--- src/rtl/keypad_code_lock_defines.svh ---
// Assertion macros for the keypad code lock RTL.
// Included by the modules that check their own logic; no other dependencies.
// Define NO_ASSERTIONS to compile the checks away.
`ifndef KEYPAD_CODE_LOCK_DEFINES_SVH
`define KEYPAD_CODE_LOCK_DEFINES_SVH

`ifndef NO_ASSERTIONS

// Same-cycle implication, sampled on clk, off while rst_n is low.
`define KCL_ASSERT(label, ante, cons) \
  label: assert property (@(posedge clk) disable iff (!rst_n) (ante) |-> (cons)) \
    else $error("keypad_code_lock: assertion failed");

// Next-cycle implication, sampled on clk, off while rst_n is low.
`define KCL_ASSERT_NEXT(label, ante, cons) \
  label: assert property (@(posedge clk) disable iff (!rst_n) (ante) |=> (cons)) \
    else $error("keypad_code_lock: assertion failed");

`else

`define KCL_ASSERT(label, ante, cons)
`define KCL_ASSERT_NEXT(label, ante, cons)

`endif

`endif

--- src/rtl/kcl_pkg.sv ---
// Shared types, key and event codes, and code-value helpers for the keypad code lock.
// No dependencies; used by every module under rtl/.
package kcl_pkg;

  localparam int HISTORY_DIGITS = 8;
  localparam int CODE_DIGITS    = 4;

  localparam logic [3:0]  EMPTY_DIGIT   = 4'd15;
  localparam logic [3:0]  KEY_DIGIT_MAX = 4'd9;
  localparam logic [3:0]  KEY_STAR      = 4'd10;
  localparam logic [3:0]  KEY_HASH      = 4'd11;
  localparam logic [3:0]  FULL_COUNT    = 4'd8;
  localparam logic [3:0]  CODE_COUNT    = 4'd4;
  localparam logic [2:0]  STAFF_EXPIRE  = 3'd4;

  localparam logic [13:0] STAFF_CODE_RESET  = 14'd3228;
  localparam logic [13:0] PUBLIC_CODE_RESET = 14'd1111;

  localparam logic [13:0] W1000 = 14'd1000;
  localparam logic [13:0] W100  = 14'd100;
  localparam logic [13:0] W10   = 14'd10;

  typedef enum logic [2:0] {
    EV_DIGIT   = 3'd0,
    EV_STAFF   = 3'd1,
    EV_CANCEL  = 3'd2,
    EV_GRANTED = 3'd3,
    EV_CHANGED = 3'd4,
    EV_ERROR   = 3'd5
  } event_t;

  // One key handed from the input register to the engine.
  typedef struct packed {
    logic       step;
    logic [3:0] key;
  } step_t;

  // One result item.
  typedef struct packed {
    event_t      ev;
    logic        staff;
    logic [3:0]  count;
    logic [15:0] shown;
  } result_t;

  function automatic logic digits_ok(input logic [15:0] nib);
    return (nib[15:12] <= KEY_DIGIT_MAX) && (nib[11:8] <= KEY_DIGIT_MAX) &&
           (nib[7:4] <= KEY_DIGIT_MAX) && (nib[3:0] <= KEY_DIGIT_MAX);
  endfunction

  // Decimal value of four nibbles, most significant first.
  function automatic logic [13:0] code_value(input logic [15:0] nib);
    return 14'(14'(nib[15:12]) * W1000) + 14'(14'(nib[11:8]) * W100) +
           14'(14'(nib[7:4]) * W10) + 14'(nib[3:0]);
  endfunction

endpackage

--- src/rtl/kcl_in_stage.sv ---
// Input register and flow control of the keypad code lock.
// Depends on kcl_pkg; feeds kcl_engine, backpressured by kcl_out_stage.
module kcl_in_stage (
  input  logic          clk,
  input  logic          rst_n,
  input  logic          in_valid,
  output logic          in_stall,
  input  logic [3:0]    in_key_code,
  input  logic          out_free,
  output kcl_pkg::step_t step
);

  logic       valid_r, valid_nxt;
  logic [3:0] key_r;
  logic       key_ok;
  logic       advance;
  logic       take;

  assign key_ok   = key_r <= kcl_pkg::KEY_HASH;
  // unused key codes drain without a result slot
  assign advance  = valid_r && (!key_ok || out_free);
  assign in_stall = valid_r && !advance;
  assign take     = in_valid && !in_stall;

  always_comb begin
    valid_nxt = valid_r;
    if (take) begin
      valid_nxt = 1'b1;
    end else if (advance) begin
      valid_nxt = 1'b0;
    end
  end

  always_ff @(posedge clk) begin
    if (!rst_n) begin
      valid_r <= 1'b0;
    end else begin
      valid_r <= valid_nxt;
    end
  end

  always_ff @(posedge clk) begin
    if (take) begin
      key_r <= in_key_code;
    end
  end

  assign step.step = advance && key_ok;
  assign step.key  = key_r;

endmodule

--- src/rtl/kcl_engine.sv ---
// Lock state (digit history, staff mode, codes) and per-key next-state logic.
// Depends on kcl_pkg and keypad_code_lock_defines.svh.
`include "keypad_code_lock_defines.svh"

module kcl_engine (
  input  logic             clk,
  input  logic             rst_n,
  input  logic             cfg_wr_en,
  input  logic [13:0]      cfg_wr_data,
  input  kcl_pkg::step_t   step,
  output kcl_pkg::result_t res
);

  logic [3:0]  hist_r   [kcl_pkg::HISTORY_DIGITS];
  logic [3:0]  hist_nxt [kcl_pkg::HISTORY_DIGITS];
  logic [3:0]  hist_sh  [kcl_pkg::HISTORY_DIGITS];
  logic [3:0]  count_r, count_nxt;
  logic        staff_r, staff_nxt;
  logic [2:0]  since_r, since_nxt, since_inc;
  logic [13:0] public_r, public_nxt;
  logic [13:0] staff_code_r;
  logic [15:0] cur_nib, sh_nib;
  kcl_pkg::event_t ev;

  always_comb begin
    for (int i = 0; i < kcl_pkg::HISTORY_DIGITS - 1; i++) begin
      hist_sh[i] = hist_r[i + 1];
    end
    hist_sh[kcl_pkg::HISTORY_DIGITS - 1] = step.key;
  end

  assign cur_nib = {hist_r[4], hist_r[5], hist_r[6], hist_r[7]};
  assign sh_nib  = {hist_sh[4], hist_sh[5], hist_sh[6], hist_sh[7]};
  assign since_inc = since_r + 3'd1;

  always_comb begin
    hist_nxt   = hist_r;
    count_nxt  = count_r;
    staff_nxt  = staff_r;
    since_nxt  = since_r;
    public_nxt = public_r;
    ev         = kcl_pkg::EV_DIGIT;
    unique case (step.key) inside
      [4'd0:kcl_pkg::KEY_DIGIT_MAX]: begin
        hist_nxt  = hist_sh;
        count_nxt = (count_r == kcl_pkg::FULL_COUNT) ? count_r : count_r + 4'd1;
        if (staff_r) begin
          if (since_inc > kcl_pkg::STAFF_EXPIRE) begin
            staff_nxt = 1'b0;
            since_nxt = 3'd0;
          end else begin
            since_nxt = since_inc;
          end
        end
        if (kcl_pkg::digits_ok(sh_nib) &&
            kcl_pkg::code_value(sh_nib) == staff_code_r) begin
          staff_nxt = 1'b1;
          since_nxt = 3'd0;
          ev        = kcl_pkg::EV_STAFF;
        end
      end
      kcl_pkg::KEY_STAR: begin
        if (count_r == kcl_pkg::CODE_COUNT) begin
          ev = (kcl_pkg::digits_ok(cur_nib) &&
                kcl_pkg::code_value(cur_nib) == public_r) ?
               kcl_pkg::EV_GRANTED : kcl_pkg::EV_ERROR;
        end else if (count_r == kcl_pkg::FULL_COUNT && staff_r) begin
          public_nxt = kcl_pkg::code_value(cur_nib);
          ev         = kcl_pkg::EV_CHANGED;
        end else begin
          ev = kcl_pkg::EV_ERROR;
        end
        for (int i = 0; i < kcl_pkg::HISTORY_DIGITS; i++) begin
          hist_nxt[i] = kcl_pkg::EMPTY_DIGIT;
        end
        count_nxt = 4'd0;
        staff_nxt = 1'b0;
        since_nxt = 3'd0;
      end
      kcl_pkg::KEY_HASH: begin
        for (int i = 0; i < kcl_pkg::HISTORY_DIGITS; i++) begin
          hist_nxt[i] = kcl_pkg::EMPTY_DIGIT;
        end
        count_nxt = 4'd0;
        staff_nxt = 1'b0;
        since_nxt = 3'd0;
        ev        = kcl_pkg::EV_CANCEL;
      end
      default: begin
        ev = kcl_pkg::EV_ERROR;
      end
    endcase
  end

  always_ff @(posedge clk) begin
    if (!rst_n) begin
      for (int i = 0; i < kcl_pkg::HISTORY_DIGITS; i++) begin
        hist_r[i] <= kcl_pkg::EMPTY_DIGIT;
      end
      count_r      <= 4'd0;
      staff_r      <= 1'b0;
      since_r      <= 3'd0;
      public_r     <= kcl_pkg::PUBLIC_CODE_RESET;
      staff_code_r <= kcl_pkg::STAFF_CODE_RESET;
    end else begin
      if (step.step) begin
        hist_r   <= hist_nxt;
        count_r  <= count_nxt;
        staff_r  <= staff_nxt;
        since_r  <= since_nxt;
        public_r <= public_nxt;
      end
      if (cfg_wr_en) begin
        staff_code_r <= cfg_wr_data;
      end
    end
  end

  assign res.ev    = ev;
  assign res.staff = staff_nxt;
  assign res.count = count_nxt;
  assign res.shown = {hist_nxt[4], hist_nxt[5], hist_nxt[6], hist_nxt[7]};

  `KCL_ASSERT(a_count_range, 1'b1, count_r <= kcl_pkg::FULL_COUNT)
  `KCL_ASSERT(a_staff_has_code, staff_r, count_r >= kcl_pkg::CODE_COUNT)
  `KCL_ASSERT(a_since_idle, !staff_r || since_r > kcl_pkg::STAFF_EXPIRE, since_r == 3'd0)
  `KCL_ASSERT_NEXT(a_cancel_clears, step.step && step.key == kcl_pkg::KEY_HASH,
                   count_r == 4'd0 && !staff_r && hist_r[7] == kcl_pkg::EMPTY_DIGIT)

endmodule

--- src/rtl/kcl_out_stage.sv ---
// Result register of the keypad code lock; holds an item until it is taken.
// Depends on kcl_pkg; loaded from kcl_engine.
module kcl_out_stage (
  input  logic             clk,
  input  logic             rst_n,
  input  logic             load,
  input  kcl_pkg::result_t res,
  output logic             out_free,
  output logic             out_valid,
  input  logic             out_stall,
  output logic [2:0]       out_event_res,
  output logic             out_staff_active,
  output logic [3:0]       out_digit_count,
  output logic [15:0]      out_shown_digits
);

  logic             valid_r, valid_nxt;
  kcl_pkg::result_t res_r;

  assign out_free  = !valid_r || !out_stall;
  assign valid_nxt = load || (valid_r && out_stall);

  always_ff @(posedge clk) begin
    if (!rst_n) begin
      valid_r <= 1'b0;
    end else begin
      valid_r <= valid_nxt;
    end
  end

  always_ff @(posedge clk) begin
    if (load) begin
      res_r <= res;
    end
  end

  assign out_valid        = valid_r;
  assign out_event_res    = res_r.ev;
  assign out_staff_active = res_r.staff;
  assign out_digit_count  = res_r.count;
  assign out_shown_digits = res_r.shown;

endmodule

--- src/rtl/keypad_code_lock.sv ---
// Top level of the keypad code lock: input register, lock engine, result register.
// Depends on kcl_pkg, kcl_in_stage, kcl_engine and kcl_out_stage.
//
//   channel  handshake            payload
//   in       in_valid/in_stall    in_key_code[3:0]
//   out      out_valid/out_stall  out_event_res, out_staff_active, out_digit_count,
//                                 out_shown_digits
//   cfg      cfg_wr_en            cfg_wr_data[13:0] (staff code)
//
// One key per cycle while in_stall is low; a key passes the input register, then the
// result register, before its result is offered, and the result is set by the
// combinational engine update.
// Key codes 12..15 are taken and dropped with no result and no state change.
// A stalled result holds the result register; the input register then fills and
// in_stall rises. Synchronous active-low reset; no clearing pass.
module keypad_code_lock (
  input  logic        clk,
  input  logic        rst_n,
  input  logic        cfg_wr_en,
  input  logic [13:0] cfg_wr_data,
  input  logic        in_valid,
  output logic        in_stall,
  input  logic [3:0]  in_key_code,
  output logic        out_valid,
  input  logic        out_stall,
  output logic [2:0]  out_event_res,
  output logic        out_staff_active,
  output logic [3:0]  out_digit_count,
  output logic [15:0] out_shown_digits
);

  kcl_pkg::step_t   step;
  kcl_pkg::result_t res;
  logic             out_free;

  kcl_in_stage u_in (
    .clk         (clk),
    .rst_n       (rst_n),
    .in_valid    (in_valid),
    .in_stall    (in_stall),
    .in_key_code (in_key_code),
    .out_free    (out_free),
    .step        (step)
  );

  kcl_engine u_engine (
    .clk         (clk),
    .rst_n       (rst_n),
    .cfg_wr_en   (cfg_wr_en),
    .cfg_wr_data (cfg_wr_data),
    .step        (step),
    .res         (res)
  );

  kcl_out_stage u_out (
    .clk              (clk),
    .rst_n            (rst_n),
    .load             (step.step),
    .res              (res),
    .out_free         (out_free),
    .out_valid        (out_valid),
    .out_stall        (out_stall),
    .out_event_res    (out_event_res),
    .out_staff_active (out_staff_active),
    .out_digit_count  (out_digit_count),
    .out_shown_digits (out_shown_digits)
  );

endmodule
--- config.mk ---
export PLATFORM = sky130hd
export DESIGN_NAME = keypad_code_lock
export DESIGN_NICKNAME = d
export VERILOG_FILES = /design/src/rtl/kcl_pkg.sv /design/src/rtl/kcl_in_stage.sv /design/src/rtl/kcl_engine.sv /design/src/rtl/kcl_out_stage.sv /design/src/rtl/keypad_code_lock.sv
export VERILOG_INCLUDE_DIRS = /design/src /design/src/rtl
export SDC_FILE = /design/constraint.sdc
export NUM_CORES = 1
export LEC_CHECK = 0
export BUFFER_PORTS_ARGS = -buffer_cell sky130_fd_sc_hd__buf_2
export CELL_PAD_IN_SITES_DETAIL_PLACEMENT = 1
export CELL_PAD_IN_SITES_GLOBAL_PLACEMENT = 2
export CORE_MARGIN = 1.5
export CORE_UTILIZATION = 36
export DETAILED_ROUTE_END_ITERATION = 8
export PLACE_DENSITY = 0.86
export SLEW_MARGIN = 0
export SYNTH_ARGS = -nofsm -noshare
export SYNTH_HDL_FRONTEND = slang
export SYNTH_SLANG_ARGS = --single-unit
--- constraint.sdc ---
create_clock -name clk -period 4.96 [get_ports clk]
set_input_delay 0.496 -clock clk [delete_from_list [all_inputs] [get_ports clk]]
set_output_delay 0.496 -clock clk [all_outputs]
set_load 0.02 [all_outputs]
==> out/qor.csv, run 1 <==
stage,metric,value,unit
sta,rsz0062_at_grt,yes,
pwr,power_frac_comb,29.4,%
critical_path,r2r_end,u_out.out_event_res[2],
pwr,clkPwrFrac,34.5,%
min_path,hold_depth,1,
clocking,numCtsBuffers,9,
global_route,grt_max_degree,53,
sta,maxSlewViolCount,0,
sta,setup_tns,0,ps
clocking,cts_sinks,82,
min_path,whs_endpoint,u_in.key_r[2],
sta,fin_crit_sh,97.0,%
logic_synthesis,synthSimpleGateAreaFrac,14.4,%
logic_synthesis,async_flop_share,0,%
critical_path,crit_path_start_kind,register,
logic_synthesis,synth_top_area_share,19.5,%
global_route,groute.usage.overall,19.0,%
final_layout,n_antenna_cell,0,
critical_path,path_max_fanout,4,
pwr,power.total,2.02,mW
pwr,p_seq_share,36.2,%
logic_synthesis,synthMuxAreaShare,2.59,%
drt,first_iter_violations,186,
sta,fin_crit,4810,ps
drt,ant_nets,0,
logic_synthesis,yosysTopAreaCell,ha_1,
pwr,p_int,1.38,mW
sta,hold_viol_final,0,
critical_path,end_kind,register,
min_path,hold_start,in_key_code[2],
pwr,vdd_drop_max,0.172,mV
sta,slew_headroom,27.0,%
clocking,clockBufferDepth,2,
logic_synthesis,synth_top_family_by_area,adder cells,
final_layout,nNetsFinal,1013,
logic_synthesis,synth_warnings,0,
final_layout,drive_above_1_share,17.5,%
logic_synthesis,yosysSeqAreaShare,27.0,%
floorplan,pin_count,49,
logic_synthesis,synth_common_cells,"ha_1 (111), inv_1 (83), nand2_1 (70), nor2_1 (66), dfxtp_1 (54)",
final_layout,area_growth,18.3,%
logic_synthesis,synth_xor_area_share,7.39,%
global_route,grt_pass1_wl,30.5,mm
global_route,grt.overflow.total,0,
clocking,cts_hold_buf,0,
logic_synthesis,synth_compound_area_share,14.0,%
drt,vias,5637,
pwr,power.leakage,3.67,nW
pwr,swShare,31.7,%
placement,dpl.hpwl,13.8,mm
logic_synthesis,yosysMostFrequentCell,ha_1,
pwr,p_sw,640,uW
clocking,cts_root_buffer,clkbuf_16,
critical_path,r2r_slack,150,ps
drt,finalWirelength,18.9,mm
sta,clock_skew,7.64,ps
drt,wl_per_cell,16.9,um
critical_path,critPathKind,register to register,
critical_path,rr_worst_depth,16,
floorplan,die_area,20600,um2
floorplan,initial_core_util,36.7,%
drt,drc_errors,0,
logic_synthesis,syn_nets,935,
final_layout,fillers,2253,
sta,tightest_slew,1090,ps
drt,via_per_inst,5.06,
logic_synthesis,synthAdderAreaFrac,29.1,%
sta,setup_violations,0,
clocking,htreeDepth,3,
sta,fmax,208,MHz
run,drv_cap,0,
floorplan,core,19400,um2
floorplan,die-height,144,um
placement,gp_congestion,0.811,
clocking,clk_latency,350,ps
global_route,antenna_found_initial,0,
floorplan,rows,51,
critical_path,worstPathRequired,5020,ps
clocking,clkTransAtPathRegs,70,ps
critical_path,rr_startpoint,u_engine.cur_nib[13],
placement,portBuffers,48,
drt,drt_pass1_iterations,5,
min_path,hp-class,primary input to register,
logic_synthesis,ys_types,64,
critical_path,arrival,4870,ps
logic_synthesis,synthFlopType,dfxtp_1,
pwr,p_per_area,240,nW/um2
logic_synthesis,synthTopCellsByArea,"ha_1 (20%), dfxtp_1 (15%), edfxtp_1 (12%)",
logic_synthesis,synth_cells,767,
logic_synthesis,synth_edf_count,28,
floorplan,dieWidth,144,um
global_route,grt_pass1_vias,5888,
run_status,status,completed,
logic_synthesis,synth-seq-cells,82,
clocking,cts_tree,built,
logic_synthesis,syn-cell-area,7110,um2
logic_synthesis,syn_area_per_cell,9.27,um2
power by group through the flow:
stage	sequential [mW]	clock [mW]	combinational (mW)
2_1_floorplan	0.747	0	0.382
3_5_place_dp	0.745	0	0.506
5_1_grt	0.733	0.739	0.653
3_3_place_gp	0.745	0	0.497
4_1_cts	0.731	0.713	0.540
6_report	0.730	0.696	0.594
metal layers:
metal  track usage, %  routed length [um]
met4             4.40                 201
met2             32.3                9160
met3             1.87                 379
met5                0                   0
met1             26.1                9110
through the flow:
stage	util, %	instances	setup slack [ps]	area (um2)	hold WS (ps)
after floorplan	-	767	172	7110	452
after global placement	40.3	1088	-54.2	7810	467
after detailed placement	40.3	1088	-117	7810	478
after CTS	42.3	1111	0.637	8200	311
after global routing	43.4	1115	-54.0	8410	310
final	43.4	1115	149	8410	318
worst max-delay path: stages (launching register included):
cell	delay, ps
dfxtp_2	350
ha_1	330
fa_1	520
inv_1	70
fa_1	530
inv_1	60
fa_1	440
ha_1	340
ha_4	250
a21o_1	190
a221oi_2	340
a21oi_2	130
a31oi_1	200
xnor2_1	210
xnor2_1	160
nor4_4	310
o31ai_1	100
final cells by class:
cell class	count	area (um2)	area share, %
multi-input combinational	582	5020	59.6
sequential	82	1930	22.9
timing repair buffer	87	533	6.33
tap	265	332	3.94
inverter	83	312	3.70
clock buffer	11	233	2.77
clock inverter	5	62.6	0.743
sequential cells by signal (all words and copies together) (netlist names), 4 cells and up:
signal                  cells
u_engine.count_r            4
u_engine.cur_nib           16
u_engine.public_r          14
u_engine.staff_code_r      14
u_in.key_r                  4
u_out.out_digit_count       4
u_out.out_shown_digits     16
cells by family after synthesis:
kind of cell	after synthesis
xor gates and xnor gates	60
AOI/OAI and AO/OA	143
and+or+nand+nor	216
muxes	18
DFF	82
buffers and inverters	103
adders and majority gates	145
worst max-delay path by stage:
stage | startpoint | endpoint | slack, ps | depth (start not counted)
after floorplan | u_engine.cur_nib[14] | u_out.out_event_res[2] | 170 | 17
after global placement | u_engine.cur_nib[9] | u_out.out_event_res[0] | -50 | 20
after detailed placement | u_engine.cur_nib[9] | u_engine.since_r[1] | -120 | 21
after CTS | u_engine.cur_nib[9] | u_engine.since_r[1] | 0.6 | 21
after global routing | u_engine.cur_nib[9] | u_engine.since_r[1] | -50 | 22
final | u_engine.cur_nib[13] | u_out.out_event_res[2] | 150 | 16
layout by cell type (no fill, tap or decap), types with 32 or more instances in the layout:
cell type  netlist  routed
fa_1            34      33
nor2_1          66      64
buf_2            3      48
xnor2_1         41      37
ha_1           111     102
o21ai_0         36      32
dfxtp_1         54      50
nand2_1         70      70
inv_1           83      80
buf_4            0      39
what timing repair did:
| action | in CTS | in global routing |
|---|---|---|
| resized for setup | 11 | 31 |
| pin swaps | 6 | 19 |
| setup buffers | 7 | 4 |
| endpoints found under the setup margin | 7 | 9 |
Power figures use the tool's default switching activity.
==> run 2: changes to the inputs <==
- CORE_UTILIZATION: 36 -> 39
- PLACE_DENSITY: 0.86 -> 0.89
- clock period: 4.96 -> 5.1 ns (I/O delays scaled with it)
==> run 2 against run 1 <==
  * Global-route usage is 0.96 points higher
  * Worst hold slack gained 6.7 ps
  * Sequential cell count did not move
  * Sequential power down 3%
  * Critical path type unchanged
  * Highest routed layer unchanged
  * Cell count decreased by 4.3%
  * Clock power decreased by 1%
  * First-iteration DRC count is 7.5% higher
  * Register-to-register slack is essentially flat
  * Utilization up 3.0 points
  * Worst setup slack improved by 14 ps
==> out/qor.csv, run 2 (synthesis gave the netlist of run 1 again) <==
stage,metric,value,unit
final_layout,nNetsFinal,1001,
sta,slew_headroom,26.9,%
global_route,groute.usage.overall,20.0,%
global_route,grt_pass1_wl,30.6,mm
clocking,cts_sinks,82,
min_path,hold_start,in_key_code[3],
sta,maxSlewViolCount,0,
final_layout,fin_area,8290,um2
floorplan,die_area,19100,um2
final_layout,final_common_cell,ha_1,
final_layout,multi_input_area,5020,um2
sta,rsz0062_at_grt,yes,
drt,first_iter_violations,200,
final_layout,n_antenna_cell,0,
sta,fmax,203,MHz
drt,ant_nets,0,
floorplan,dieWidth,138,um
floorplan,initial_core_util,39.7,%
critical_path,r2r_slack,160,ps
sta,clock_skew,5.57,ps
pwr,vdd_drop_max,0.186,mV
critical_path,r2r_end,u_out.out_event_res[2],
critical_path,path_max_fanout,8,
floorplan,pin_count,49,
floorplan,die-height,138,um
placement,dpl.hpwl,14.1,mm
sta,fin_crit_sh,96.8,%
final_layout,regArea,1930,um2
clocking,cts_tree,built,
drt,wl_per_cell,17.4,um
drt,finalWirelength,18.6,mm
sta,setup_tns,0,ps
pwr,power.total,1.95,mW
critical_path,critPathKind,register to register,
pwr,clkPwrFrac,35.1,%
pwr,power.leakage,3.65,nW
critical_path,cp-endpoint,u_out.out_event_res[2],
pwr,p_seq_share,36.4,%
clocking,htreeDepth,3,
pwr,power_frac_comb,28.5,%
placement,dp_cells,1045,
min_path,hp-class,primary input to register,
final_layout,area_growth,16.6,%
pwr,swShare,32.2,%
critical_path,crit_path_start_kind,register,
pwr,p_sw,628,uW
global_route,antenna_found_initial,0,
pwr,p_int,1.32,mW
clocking,clkTransAtPathRegs,70,ps
clocking,cts_root_buffer,clkbuf_16,
drt,via_per_inst,5.26,
critical_path,worstPathRequired,5170,ps
sta,hold_ws,325,ps
placement,postPlaceCellArea,7720,um2
global_route,grt.overflow.total,0,
drt,drc_errors,0,
critical_path,rr_startpoint,u_engine.cur_nib[15],
global_route,grt_max_degree,53,
clocking,clk_latency,360,ps
sta,setup_violations,0,
final_layout,drive_above_1_share,16.9,%
final_layout,mostFrequentLayoutCells,"ha_1 (102), inv_1 (82), nand2_1 (70)",
floorplan,core,17900,um2
sta,hold_viol_final,0,
placement,portBuffers,48,
critical_path,rr_worst_depth,17,
global_route,grt_pass1_vias,6028,
run_status,status,completed,
critical_path,end_kind,register,
sta,fin_crit,4940,ps
final_layout,fillers,2057,
clocking,clockBufferDepth,2,
final_layout,final_cells,1067,
drt,vias,5610,
placement,gp_congestion,0.845,
critical_path,arrival,5010,ps
critical_path,startpoint,u_engine.cur_nib[15],
sta,tightest_slew,1090,ps
clocking,numCtsBuffers,9,
drt,drt_pass1_iterations,4,
pwr,p_per_area,235,nW/um2
run,drv_cap,0,
floorplan,rows,49,
## run 2: cell types whose count changed in the layout (fill, tap and decap cells not counted), sizes merged
cell / previous run / this run
inv: 85 / 84
clkbuf: 11 / 9
clkinv: 2 / 3
clkinvlp: 0 / 2
buf: 87 / 75
## run 2: final cells by class
class,count,area share [%]
multi-input cells,582,60.5
flip-flops and latches,82,23.3
repair buffers,75,5.34
inverters,83,3.76
well taps,229,3.45
clock buffers,9,2.72
clock inverters,7,0.950
## run 2: stage by stage
stage | setup WS, ps | utilization [%]
after floorplan | 312 | -
after global placement | -76.9 | 43.1
after detailed placement | -185 | 43.1
after CTS | 3.20 | 44.9
after global routing | -73.8 | 46.3
final | 162 | 46.3
## run 2: critical path: stages (launching register included)
cell and delay [ps]:
dfxtp_1 320, buf_4 170, ha_1 220, fa_1 530, inv_1 70, fa_1 540
inv_1 50, fa_1 440, ha_1 300, ha_1 340, a21o_1 220, a221oi_2 340
a21oi_2 150, xnor2_2 190, xor2_1 170, nand4b_1 160, nor4_4 320, o31ai_1 100
## run 2: worst min-delay path by stage
stage,end,slack (ps),cells past startpoint
final,u_in.key_r[3],330,1
after global routing,u_in.key_r[1],320,1
after CTS,u_in.key_r[3],320,1
after detailed placement,u_engine.public_r[2],480,2
after global placement,u_engine.public_r[4],470,2
after floorplan,u_engine.public_r[12],450,2
## run 2: metal layers
metal	up-vias	part of all wire [%]	track usage, %
li1	2756	-	-
met2	92	48	33.3
met3	20	4.0	3.33
met4	0	1.6	5.65
met1	2742	46	26.8
met5	-	0	0
## run 2: power groups by stage
| stage | clock [mW] | combinational, mW | sequential [mW] |
|---|---|---|---|
| finish | 0.686 | 0.556 | 0.710 |
| global route | 0.722 | 0.612 | 0.712 |
| CTS | 0.701 | 0.501 | 0.710 |
| detailed placement | 0 | 0.493 | 0.725 |
| global placement | 0 | 0.479 | 0.725 |
| floorplan | 0 | 0.371 | 0.727 |
## run 2: what timing repair did
item | 4_1_cts | 5_1_grt
pin swaps | 3 | 12
endpoints found under the setup margin | 7 | 8
hold buffers | 0 | 0
gates resized for setup | 3 | 41
buffers inserted | 1 | 5
==> run 3: changes to the inputs <==
- REMOVE_ABC_BUFFERS: not set -> 1
==> run 3 against run 2 <==
  * Register-to-register slack better by 50 ps
  * Sequential power is essentially flat
  * Routed wire length decreased by 0.62%
  * Via count hardly changed
  * Total power decreased by 2.3%
==> out/qor.csv, run 3 (synthesis gave the netlist of run 1 again) <==
stage,metric,value,unit
run_status,status,completed,
sta,hold_viol_final,0,
critical_path,critPathKind,register to register,
critical_path,path_max_fanout,5,
pwr,vdd_drop_max,0.196,mV
clocking,clkTransAtPathRegs,70,ps
drt,vias,5615,
critical_path,arrival,5000,ps
drt,ant_nets,0,
floorplan,die_area,19100,um2
drt,first_iter_violations,219,
critical_path,crit_path_frequent_cell,ha_1,
placement,dpl.hpwl,14.3,mm
global_route,grt.overflow.total,0,
drt,wl_per_cell,17.3,um
drt,drt_pass1_iterations,4,
clocking,numCtsBuffers,9,
sta,setup_violations,0,
critical_path,worstPathRequired,5210,ps
floorplan,die-height,138,um
final_layout,nNetsFinal,1000,
final_layout,fillers,2112,
global_route,grt_pass1_vias,5944,
min_path,hold_start,in_key_code[2],
global_route,grt_max_degree,53,
sta,clock_skew,7.13,ps
critical_path,end_kind,register,
floorplan,rows,49,
final_layout,final_common_cell,ha_1,
critical_path,cp_cell_sequence,fa_1 -> inv_1 -> fa_1 -> inv_1 -> ha_1 -> nor2b_1 -> o21ai_1 -> nand2b_1 -> xnor2_1 -> ha_1 -> ha_1 -> ha_1 -> buf_4 -> a21o_1 -> nand2_1 -> o31a_1 -> o41ai_4 -> a41oi_2 -> nor4_2 -> buf_4 -> a211o_1,
global_route,groute.usage.overall,19.8,%
final_layout,n_antenna_cell,0,
run,drv_cap,0,
sta,maxSlewViolCount,0,
clocking,cts_tree,built,
clocking,clockBufferDepth,2,
pwr,power.leakage,3.61,nW
clocking,cts_sinks,82,
clocking,cts_hold_buf,0,
sta,tightest_slew,1060,ps
critical_path,cpMaxStageDelayCell,fa_1,
drt,via_per_inst,5.27,
clocking,cts_root_buffer,clkbuf_16,
final_layout,drive_above_1_share,16.1,%
drt,finalWirelength,18.4,mm
floorplan,pin_count,49,
clocking,clk_latency,360,ps
sta,fmax,205,MHz
placement,gp_congestion,0.839,
pwr,p_per_area,231,nW/um2
drt,drc_errors,0,
placement,portBuffers,48,
global_route,grt_pass1_wl,30.3,mm
critical_path,cpPeakStageDelay,560,ps
final_layout,mostFrequentLayoutCells,"ha_1 (106), inv_1 (81), nand2_1 (70)",
clocking,htreeDepth,3,
global_route,antenna_found_initial,0,
sta,slew_headroom,28.5,%
min_path,hp-class,primary input to register,
floorplan,core,17900,um2
final_layout,area_growth,15.8,%
critical_path,rr_startpoint,u_engine.cur_nib[9],
critical_path,startpoint,u_engine.cur_nib[9],
pwr,power.total,1.91,mW
placement,dp_cells,1049,
final_layout,final_cells,1066,
floorplan,initial_core_util,39.7,%
sta,fin_crit,4890,ps
critical_path,crit_path_start_kind,register,
sta,fin_crit_sh,95.9,%
floorplan,dieWidth,138,um
-- run 3: cell types whose count changed in the layout (fill, tap and decap cells not counted), sizes merged --
| cell | previous run | this run |
|---|---|---|
| buf | 75 | 74 |
| clkinv | 3 | 1 |
| bufinv | 1 | 0 |
| inv | 84 | 87 |
-- run 3: layer usage --
| metal | track usage [%] | routed length (um) | share of wire, % |
|---|---|---|---|
| met1 | 25.8 | 8760 | 47 |
| met2 | 34.2 | 9070 | 49 |
| met3 | 3.08 | 377 | 2.0 |
| met4 | 4.99 | 227 | 1.2 |
| met5 | 0 | 0 | 0 |
-- run 3: metrics by stage --
step / utilization, % / hold slack [ps] / setup TNS [ps] / area, um2 / setup WS, ps
after floorplan: - / 452 / 0 / 7030 / 320
after CTS: 45.1 / 310 / -37.5 / 8070 / -37.5
after detailed placement: 43.3 / 475 / -231 / 7750 / -130
after global routing: 46.0 / 308 / -25.6 / 8240 / -20.6
final: 46.0 / 322 / 0 / 8240 / 211
after global placement: 43.3 / 466 / 0 / 7750 / 109
-- run 3: where the power goes --
part           internal, mW  leakage, nW  total (mW)  switching, mW
registers             0.694        0.671       0.709         0.0158
logic                 0.233         2.80       0.529          0.296
clock network         0.346        0.140       0.668          0.322
-- run 3: final timing paths --
kind | end | slack [ps] | cells after the start
setup / recovery | u_out.out_event_res[0] | 210 | 21
hold / removal | u_in.key_r[2] | 320 | 1
setup reg to reg | u_out.out_event_res[0] | 210 | 21
hold reg to reg | u_engine.public_r[2] | 490 | 2
-- run 3: cell type report --
class / instances / area, um2 / share of cell area, %
multi-input cells: 582 / 4980 / 60.4
clock inverters: 7 / 68.8 / 0.835
clock buffers: 9 / 225 / 2.73
flip-flops and latches: 82 / 1930 / 23.4
inverters: 83 / 312 / 3.78
well taps: 229 / 287 / 3.48
repair buffers: 74 / 435 / 5.29
-- run 3: timing repair --
item / 4_1_cts / 5_1_grt
buffers inserted: 0 / 1
setup endpoints to repair: 6 / 8
resized for setup: 5 / 34
pin swaps: 2 / 14
-- run 3: worst max-delay path: cells and delay by family (launching register included) --
family,cells,cell delay [ps]
AO/OA/AOI/OAI,6,1020
XOR/XNOR,1,130
buffers and inverters,4,480
AND/OR/NAND/NOR,4,400
adder cells (fa/ha/maj),6,2240
flip-flops,1,360
